$ cat src/histeq_pkg.sv
package histeq_pkg;

    // Histogram geometry
    localparam int GRAY_LEVELS = 256;
    localparam int COUNT_BITS  = 24;
    localparam int PIX_BITS    = 8;
    localparam int LEVEL_BITS  = $clog2(GRAY_LEVELS);

    // Running sum of all bins never wraps at this width
    localparam int SUM_BITS    = COUNT_BITS + LEVEL_BITS;
    localparam int REM_BITS    = SUM_BITS + 1;

    // One quotient bit per divider step: cdf * GRAY_LEVELS / total
    localparam int DIV_STEPS   = LEVEL_BITS;
    localparam int STEP_BITS   = (DIV_STEPS > 1) ? $clog2(DIV_STEPS) : 1;

    // Request codes
    typedef enum logic [1:0] {
        REQ_CLEAR = 2'd0,
        REQ_COUNT = 2'd1,
        REQ_BUILD = 2'd2,
        REQ_MAP   = 2'd3
    } req_code_t;

    // Input beat
    typedef struct packed {
        logic [1:0]          req_type;
        logic [PIX_BITS-1:0] pixel_value;
    } histeq_req_t;

    // Output beat
    typedef struct packed {
        logic [PIX_BITS-1:0] mapped_pixel;
        logic                count_overflow;
    } histeq_res_t;

    // Controller to datapath
    typedef struct packed {
        logic start_item;
        logic clr_hist;
        logic bin_rd_lvl;
        logic bin_rd_idx;
        logic bin_inc;
        logic sum_acc;
        logic cdf_acc;
        logic div_step;
        logic tbl_wr;
        logic tbl_rd;
    } histeq_cmd_t;

    // Datapath to controller
    typedef struct packed {
        logic idx_last;
    } histeq_stat_t;

endpackage

$ cat src/histeq_ctrl.sv
module histeq_ctrl (
    input  logic                     clk,
    input  logic                     rst_n,
    input  logic                     start,
    input  logic [1:0]               req_type,
    output logic                     busy,
    output logic                     done,
    output histeq_pkg::histeq_cmd_t  cmd,
    input  histeq_pkg::histeq_stat_t stat
);

    typedef enum logic [3:0] {
        ST_IDLE,
        ST_CLEAR,
        ST_CNT_RD,
        ST_CNT_WR,
        ST_SUM_RD,
        ST_SUM_ACC,
        ST_CDF_RD,
        ST_CDF_ACC,
        ST_DIV,
        ST_TBL_WR,
        ST_MAP_RD
    } state_t;

    state_t                                state_reg, state_next;
    logic [histeq_pkg::STEP_BITS-1:0]      step_reg, step_next;
    logic                                  done_reg, done_next;
    logic                                  accept;

    assign busy   = (state_reg != ST_IDLE);
    assign done   = done_reg;
    assign accept = start && !busy;

    // Next state
    always_comb
    begin
        state_next = state_reg;
        step_next  = step_reg;
        done_next  = 1'b0;
        case (state_reg)
            ST_IDLE:
            begin
                if (start)
                begin
                    case (req_type)
                        histeq_pkg::REQ_CLEAR: state_next = ST_CLEAR;
                        histeq_pkg::REQ_COUNT: state_next = ST_CNT_RD;
                        histeq_pkg::REQ_BUILD: state_next = ST_SUM_RD;
                        default:               state_next = ST_MAP_RD;
                    endcase
                end
            end
            ST_CLEAR:   state_next = ST_IDLE;
            ST_CNT_RD:  state_next = ST_CNT_WR;
            ST_CNT_WR:  state_next = ST_IDLE;
            ST_SUM_RD:  state_next = ST_SUM_ACC;
            ST_SUM_ACC: state_next = stat.idx_last ? ST_CDF_RD : ST_SUM_RD;
            ST_CDF_RD:  state_next = ST_CDF_ACC;
            ST_CDF_ACC:
            begin
                state_next = ST_DIV;
                step_next  = '0;
            end
            ST_DIV:
            begin
                if (step_reg == histeq_pkg::STEP_BITS'(histeq_pkg::DIV_STEPS - 1))
                begin
                    state_next = ST_TBL_WR;
                end
                else
                begin
                    step_next = step_reg + 1'b1;
                end
            end
            ST_TBL_WR:  state_next = stat.idx_last ? ST_IDLE : ST_CDF_RD;
            ST_MAP_RD:
            begin
                state_next = ST_IDLE;
                done_next  = 1'b1;
            end
            default:    state_next = ST_IDLE;
        endcase
    end

    // State and registered strobe
    always_ff @(posedge clk or negedge rst_n)
    begin
        if (!rst_n)
        begin
            state_reg <= ST_IDLE;
            step_reg  <= '0;
            done_reg  <= 1'b0;
        end
        else
        begin
            state_reg <= state_next;
            step_reg  <= step_next;
            done_reg  <= done_next;
        end
    end

    // Command decode
    always_comb
    begin
        cmd            = '0;
        cmd.start_item = accept;
        cmd.clr_hist   = (state_reg == ST_CLEAR);
        cmd.bin_rd_lvl = (state_reg == ST_CNT_RD);
        cmd.bin_rd_idx = (state_reg == ST_SUM_RD) || (state_reg == ST_CDF_RD);
        cmd.bin_inc    = (state_reg == ST_CNT_WR);
        cmd.sum_acc    = (state_reg == ST_SUM_ACC);
        cmd.cdf_acc    = (state_reg == ST_CDF_ACC);
        cmd.div_step   = (state_reg == ST_DIV);
        cmd.tbl_wr     = (state_reg == ST_TBL_WR);
        cmd.tbl_rd     = (state_reg == ST_MAP_RD);
    end

endmodule

$ cat config.mk
export PLATFORM = sky130hd
export DESIGN_NAME = histeq_ctrl
export DESIGN_NICKNAME = d
export VERILOG_FILES = /design/src/histeq_pkg.sv /design/src/histeq_ctrl.sv
export SDC_FILE = /design/constraint.sdc
export NUM_CORES = 1
export LEC_CHECK = 0
export BUFFER_PORTS_ARGS = -buffer_cell sky130_fd_sc_hd__clkbuf_2
export CAP_MARGIN = 10
export CORE_MARGIN = 2
export CORE_UTILIZATION = 43
export CTS_CLUSTER_SIZE = 14
export DETAILED_ROUTE_END_ITERATION = 16
export GPL_TIMING_DRIVEN = 0
export HOLD_SLACK_MARGIN = 0.08
export PLACE_DENSITY = 0.72
export SLEW_MARGIN = 20
export SYNTH_ARGS = -nofsm -noshare
export SYNTH_HDL_FRONTEND = slang
export SYNTH_SLANG_ARGS = --single-unit
$ cat constraint.sdc
create_clock -name clk -period 1.6 [get_ports clk]
set_input_delay 0.08 -clock clk [delete_from_list [all_inputs] [get_ports clk]]
set_output_delay 0.08 -clock clk [all_outputs]
set_load 0.05 [all_outputs]
Word level (Yosys, flattened, before mapping)
Index checks and enable logic that the tools add are counted.
{ "op_classes": {"n_eq_ne": 16, "add_sub_neg": 1, "reduce_logical": 9, "muxes": 9} }
{ "ops": {"columns": ["cell", "count"], "rows": [
  ["4-bit case mux with 8 select lines", 1],
  ["4-bit by 3-bit == test with 1-bit output, second input constant", 4],
  ["4-bit == test, second input constant", 3],
  ["4-bit case mux with 3 select lines", 1],
  ["4-bit by 2-bit == test with 1-bit output, second input constant", 2],
  ["4-bit two-way mux", 2],
  ["3-bit two-way mux", 2],
  ["3-bit case mux with 2 select lines", 1],
  ["4-bit by 1-bit == test with 1-bit output, second input constant", 1],
  ["4-bit logical NOT", 1],
  ["2-bit inequality test, second input constant", 2],
  ["2-bit AND reduction", 2],
  ["4-bit nonzero test", 1],
  ["3-bit by 1-bit adder with 3-bit output, second input constant", 1],
  ["3-bit == test, second input constant", 1],
  ["2-bit by 1-bit == test with 1-bit output, second input constant", 1],
  ["2-bit == test, second input constant", 1],
  ["2-bit logical NOT", 1],
  ["2-bit two-way mux", 1],
  ["2-bit by 1-bit inequality test with 1-bit output, second input constant", 1],
  ["2-bit nonzero test", 1],
  ["1-bit logical AND", 1],
  ["1-bit logical NOT", 1],
  ["1-bit logical OR", 1],
  ["1-bit two-way mux", 1]
]} }
{ "word_totals": {"register_bits": 8, "elab_cells": 38} }

Depth between registers and ports, before layout
Gate-level depths: netlist of run 1.
{ "logic_depth": {"word_depth": 4, "mapped_depth": 5} }

Worst setup path after synthesis of run 1
No wires, ideal clock.
{ "synth_path": {"kind": "reg-to-output", "start": "reg state_reg[1]", "end": "out cmd[8] in the netlist's numbering", "path_stages_with_launch": 4, "path_slack_ns": -0.268, "path_buffers": 1, "t_required_ns": 1.520, "arrival_time_ns": 1.788, "path_cell_list": "dfrtp_1 -> buf_2 -> nand2b_1 -> nor3_1"} }
{ "synth_lines": {"columns": ["element", "line_no", "rtl"], "rows": [
  ["from (decl)", "histeq_ctrl.sv:26", "state_t state_reg, state_next;"],
  ["from (signal assigned)", "histeq_ctrl.sv:97", "state_reg <= state_next;"],
  ["to (decl)", "histeq_ctrl.sv:8", "output histeq_pkg::histeq_cmd_t cmd,"]
]} }

==> qor.yml, run 1 <==
place:
  placed_cells: 98
  place_hpwl_um: 891
  gp_congestion: 0.739
  io_buffers: 17
clock_network:
  numCtsBuffers: 3
  cts_sinks: 8
  cts_max_path_buffers: 2
  tritoncts: "done"
  clock-root-buffer: "clkbuf_4"
  h-tree-depth: 1
  cts.clk_slew.worst_paths_ns: 0.06
  clock_latency_ns: 0.25
sta:
  setup_violations: 0
  worst_hold_slack_ns: 0.209
  hold_viol_final: 0
  rsz0062_at_grt: "no"
  fmax_mhz: 652
  finalMaxSlewViolations: 0
  fin_skew_ns: 0.00605
  relSlewSlack: 0.741
  worst-slew-pin-transition_ns: 0.386
  finalCriticalPeriod_ns: 1.53
  period_share: 0.959
finish:
  final_nets: 99
  areaGrowthSynthToFinish_pct: 38.5
  diodes: 0
  stdcell_count: 104
  drive_gt1_frac: 0.427
  largest_register_ffs: 4
route:
  dr_total_vias: 550
  drtIter0Drc: 11
  avgRoutedWirePerCell_um: 12.1
  via_per_inst: 5.29
  drc: 0
  ant_nets: 0
  drt_first_pass_iters: 4
  routed_wl_um: 1260
power:
  p_sw_w: 0.000855
  power_density_nw_per_um2: 2090
  swShare: 0.521
  power.share.clock: 0.091
  p_leak_nw: 0.387
  ir_worst_vdd_v: 0.000925
  internal-power_w: 0.000786
  seq_power_share: 0.229
  p_comb_frac: 0.680
setup_path:
  worstPathRequired_ns: 1.52
  worst_path_max_delay_cell: "dfrtp_1"
  reg2reg_slack_ns: 0.09
  critical_path.cell_chain: "nand2b_1, nor2_1, buf_4, clkbuf_2"
  start_kind: "flop"
  reg2reg_to: "step_reg[0]$_DFFE_PN0P_"
  critPathLaunch: "state_reg[2]$_DFFE_PN0P_"
  critical_path_arrival_ns: 1.45
  critPathKind: "reg -> out"
  worst_r2r_path_depth: 4
  crit_path_max_fanout: 4
  cp-end-kind: "output port"
  slowest_delay_ns: 0.40
  timing.rr.start: "step_reg[0]$_DFFE_PN0P_"
floorplanning:
  num_io_pins: 18
  dieArea_sq_um: 1620
  core-area_sq_um: 1270
  num_rows: 13
  start_util: 0.446
  dieHeight_um: 40.3
  die_w_um: 40.3
global_route:
  gr-usage-all-layers: 0.162
  grt_pass1_wl_um: 1750
  grt_pass1_vias: 441
  grt_start_max_net_pins: 11
  grt-ovfl-total: 0
  antenna_found_initial: 0
run_status:
  outcome: "finished clean"
yosys:
  syn_inst: 66
  ys_seq_area_frac: 0.354
  ys_types: 24
  synth_area_sq_um: 566
  synth-seq-cells: 8
  syn_area_per_cell_sq_um: 8.57
  synth_fp_nets: 74
  yosysWarnings: 0
hold_path:
  min_path_type: "in -> async"
job:
  maxCapViolCount: 0
-- logic make-up after synthesis --
group | share of synthesized area
buffers and inverters | 0.0819
flip-flops | 0.354
AND/OR/NAND/NOR | 0.321
multiplexers | 0.0531
adder cells (fa/ha/maj) | 0.0442
AO/OA/AOI/OAI | 0.146
-- layout by cell type (no fill, tap or decap), types with 2 or more instances in the layout --
cell type,instances
nor3_2,3
nand2_1,4
buf_6,2
a21oi_1,3
buf_4,6
clkbuf_4,5
nor3b_1,2
nand2b_1,4
nor2b_1,2
nor2_1,9
dfrtp_1,6
and3_1,2
o21bai_1,2
clkbuf_2,12
dfrtp_2,2
o21ai_0,3
mux2i_1,3
inv_1,3
buf_2,3
-- power by group through the flow --
stage          Sequential (W)  Combinational (W)  Clock [W]
2_1_floorplan        0.000353           0.000820          0
3_3_place_gp         0.000355           0.000997          0
3_5_place_dp         0.000361            0.00101          0
4_1_cts              0.000367            0.00105   0.000152
5_1_grt              0.000383            0.00122   0.000166
6_report             0.000375            0.00112   0.000150
-- worst max-delay path by stage --
stage | end | slack, ns | cells after the start
global placement | step_reg[2]$_DFFE_PN0P_ | 0.007 | 4
detailed placement | step_reg[0]$_DFFE_PN0P_ | -0.06 | 4
finish | cmd[0] | 0.07 | 4
global route | cmd[9] | 0.0002 | 5
floorplan | cmd[4] | 0.1 | 3
CTS | cmd[8] | 0.01 | 4
-- Yosys cell counts --
library cell	n	area share
a21oi_1	3	0.027
a2bb2oi_1	1	0.015
nor2b_1	2	0.022
buf_4	2	0.027
o21a_1	1	0.013
and3_1	2	0.022
o21bai_1	2	0.027
inv_1	3	0.020
nor4_1	1	0.011
ha_1	2	0.044
o41a_1	1	0.020
nand4b_1	1	0.015
nand2b_1	4	0.044
nor3b_1	2	0.027
buf_2	4	0.035
dfrtp_1	8	0.35
nor4_2	2	0.044
mux2i_1	3	0.053
and3b_1	1	0.015
nor2_1	10	0.066
o21ai_0	3	0.027
a221o_1	1	0.018
nand2_1	4	0.027
nor3_1	3	0.027
-- worst max-delay path, delay by kind of cell, from the launching register on --
kind,cells,cell delay (ns)
buffers and inverters,2,0.38
flip-flops,1,0.40
AND/OR/NAND/NOR,2,0.43
-- final cells by class --
type / count / area, sq um
Fill cell: 114 / 485
Multi-Input combinational cell: 49 / 360
Sequential cell: 8 / 203
Timing Repair Buffer: 20 / 128
Buffer: 6 / 40.0
Clock buffer: 3 / 22.5
Tap cell: 15 / 18.8
Inverter: 3 / 11.3
-- timing repair --
| action | CTS | global route |
|---|---|---|
| gates resized for setup | 4 | 17 |
| buffers inserted | 1 | 1 |
| cloned | 0 | 0 |
| endpoints found under the setup margin | 6 | 8 |
| pin swaps | 1 | 1 |
| hold buffers | 1 | 0 |
| hold endpoints to repair | 8 | 0 |
-- per-stage QoR --
stage          setup TNS [ns]  instance area, sq um  total power, W  utilization  worst slack, ns
2_1_floorplan               0                   581         0.00117            -           0.0974
3_5_place_dp           -0.107                   684         0.00137        0.539          -0.0615
5_1_grt                     0                   783         0.00177        0.617         0.000242
6_report                    0                   783         0.00164        0.617           0.0660
4_1_cts                     0                   741         0.00156        0.584           0.0108
3_3_place_gp                0                   684         0.00135        0.539          0.00712
-- routing by layer --
metal | track usage | part of all wire | vias to the layer above
met4 | 0 | 0 | 0
met5 | 0 | 0 | -
met1 | 0.186 | 0.45 | 262
li1 | - | - | 276
met2 | 0.298 | 0.52 | 12
met3 | 0.0667 | 0.037 | 0
No activity file was read; power rests on OpenSTA's default activity.
==> run 2, diff against run 1 <==
Settings changed: CORE_AREA from default to 2 2 39 41, CORE_MARGIN 2 to default, CORE_UTILIZATION 43 to default, DIE_AREA from default to 0 0 41 43, PLACE_DENSITY 0.72 to 0.68.
Clock period 1.6 ns to 1.7 ns, I/O delays scaled along.
==> run 2 against run 1 <==
  * Critical path depth is 1 higher
  * Die area grew 8.7%
  * Final cell count unchanged
  * Wire length decreased by 9.6%
  * Power is 12% lower
  * Clock power down 7%
  * Sequential power shrank 9.3%
  * Sequential share of layout area is 1.3 points higher
  * Setup slack gained 0.020 ns
  * Via count fell by 3.6%
  * Clock-buffer cell count did not move
  * Register-to-register slack better by 0.12 ns
  * Critical path type unchanged
==> qor.yml, run 2 (same netlist as run 1, synthesis figures left out) <==
route:
  ant_nets: 0  # unchanged
  drtIter0Drc: 3  # -8
  drt_first_pass_iters: 2  # -2
  drc: 0  # unchanged
  avgRoutedWirePerCell_um: 10.9  # -9.6%
  via_per_inst: 5.10  # -3.6%
  dr_total_vias: 530  # -3.6%
  routed_wl_um: 1140  # -9.6%
global_route:
  grt_start_max_net_pins: 11  # unchanged
  grt_pass1_wl_um: 1800  # +2.7%
  grt_pass1_vias: 419  # -5.0%
  gr-usage-all-layers: 0.151  # -0.0114
  antenna_found_initial: 0  # unchanged
  grt-ovfl-total: 0  # unchanged
sta:
  finalCriticalPeriod_ns: 1.61
  worst_hold_slack_ns: 0.208  # -0.000436 ns
  hold_viol_final: 0  # unchanged
  relSlewSlack: 0.750  # +0.00927
  worst-slew-pin-transition_ns: 0.372  # -0.0138 ns
  finalMaxSlewViolations: 0  # unchanged
  layout_setup_ws_ns: 0.0857  # +0.0197 ns
  fin_skew_ns: 0.00370  # -0.00235 ns
  setup_violations: 0  # unchanged
  period_share: 0.950
  fmax_mhz: 619
setup_path:
  start_kind: "flop"
  worst_r2r_path_depth: 4  # unchanged
  worstPathRequired_ns: 1.62  # +0.10 ns
  reg2reg_slack_ns: 0.21  # +0.12 ns
  reg2reg_to: "step_reg[0]$_DFFE_PN0P_"
  critical_path_arrival_ns: 1.53  # +0.08 ns
  endpoint: "cmd[9]"
  critPathKind: "reg -> out"
  timing.rr.start: "step_reg[0]$_DFFE_PN0P_"
  crit_path_max_fanout: 10  # +6
  cp-end-kind: "output port"
  critPathLaunch: "state_reg[0]$_DFFE_PN0P_"
power:
  p_sw_w: 0.000767  # -10%
  ir_worst_vdd_v: 0.000958  # +3.6%
  internal-power_w: 0.000676  # -14%
  swShare: 0.531  # +0.0102
  seq_power_share: 0.236  # +0.007
  power_density_nw_per_um2: 1960  # -6.5%
  p_leak_nw: 0.383  # -1.0%
  power.share.clock: 0.096  # +0.005
  p_comb_frac: 0.668  # -0.012
place:
  dp_slack_ns: 0.0809  # +0.142 ns
  io_buffers: 17  # unchanged
  place_hpwl_um: 882  # -0.97%
  placed_cells: 99  # +1.0%
  gp_congestion: 0.747  # +1.0%
finish:
  n_fill_cell: 128  # +12%
  final_cell_mix: "16 x clkbuf_2, 10 x nor2_1, 8 x dfrtp_1"
  largest_register_ffs: 4  # unchanged
  layout_commonest_cell: "clkbuf_2"
  final_nets: 98  # -1.0%
  drive_gt1_frac: 0.364  # -0.0633
  diodes: 0  # unchanged
  multi_input_area_sq_um: 343  # -4.9%
  layout.area.seq_sq_um: 200  # -1.2%
  areaGrowthSynthToFinish_pct: 30.3
  stdcell_count: 104  # unchanged
floorplanning:
  die_w_um: 41  # +1.8%
  dieHeight_um: 43  # +6.8%
  dieArea_sq_um: 1760  # +8.7%
  core-area_sq_um: 1380  # +9.1%
  start_util: 0.409  # -0.0371
  num_io_pins: 18  # unchanged
  num_rows: 14  # +1
clock_network:
  clock_latency_ns: 0.25  # about the same
  h-tree-depth: 1  # unchanged
  cts.clk_slew.worst_paths_ns: 0.05  # about the same
  numCtsBuffers: 3  # unchanged
  cts_max_path_buffers: 2  # unchanged
  clock-root-buffer: "clkbuf_4"
  tritoncts: "done"
  cts_sinks: 8  # unchanged
hold_path:
  min_path_type: "in -> async"
job:
  maxCapViolCount: 0  # unchanged
run_status:
  outcome: "finished clean"
run 2: how the worst min path moves through the flow:
stage,slack (ns),from,to
after floorplan,-0.21,rst_n,done$_DFF_PN0_
after global placement,-0.06,rst_n,done$_DFF_PN0_
after detailed placement,-0.06,rst_n,done$_DFF_PN0_
after CTS,0.22,rst_n,done$_DFF_PN0_
after global routing,0.24,rst_n,step_reg[2]$_DFFE_PN0P_
final,0.21,rst_n,done$_DFF_PN0_
run 2: layout make-up:
| cell class | instances | share of cell area |
|---|---|---|
| Buffer | 6 | 0.0475 |
| Clock buffer | 3 | 0.0306 |
| Inverter | 3 | 0.0153 |
| Multi-Input combinational cell | 49 | 0.465 |
| Sequential cell | 8 | 0.272 |
| Tap cell | 16 | 0.0272 |
| Timing Repair Buffer | 19 | 0.143 |
run 2: repair_timing:
action | in CTS | in global routing
resized for setup | 0 | 3
buffers inserted | 0 | 1
endpoints found under the hold margin | 8 | 0
hold buffers | 1 | 0
endpoints found under the setup margin | 0 | 5
run 2: layer usage:
| layer | share of wire | GRT usage | wire, um |
|---|---|---|---|
| met3 | 0.059 | 0.0785 | 67 |
| met2 | 0.45 | 0.194 | 513 |
| met1 | 0.49 | 0.231 | 554 |
| met5 | 0 | 0 | 0 |
| met4 | 0 | 0.0200 | 0 |
run 2: metrics by stage:
step	utilization	instance area, sq um	power [W]	setup TNS [ns]
after floorplan	-	581	0.00110	0
after global placement	0.495	686	0.00127	0
after detailed placement	0.495	686	0.00129	0
after CTS	0.519	718	0.00143	0
after global routing	0.533	737	0.00157	-0.0207
final	0.533	737	0.00144	0
run 2: power groups by stage:
stage          Sequential, W  Clock (W)  Combinational, W
2_1_floorplan       0.000332          0          0.000771
5_1_grt             0.000350   0.000152           0.00106
6_report            0.000340   0.000139          0.000964
3_5_place_dp        0.000337          0          0.000949
3_3_place_gp        0.000334          0          0.000937
4_1_cts             0.000334   0.000145          0.000952
run 2: worst max-delay path: stages (launching register included):
cell and delay (ns):
dfrtp_1 0.46, buf_2 0.26, nor2_1 0.08, and3_1 0.16, buf_4 0.12, clkbuf_4 0.20
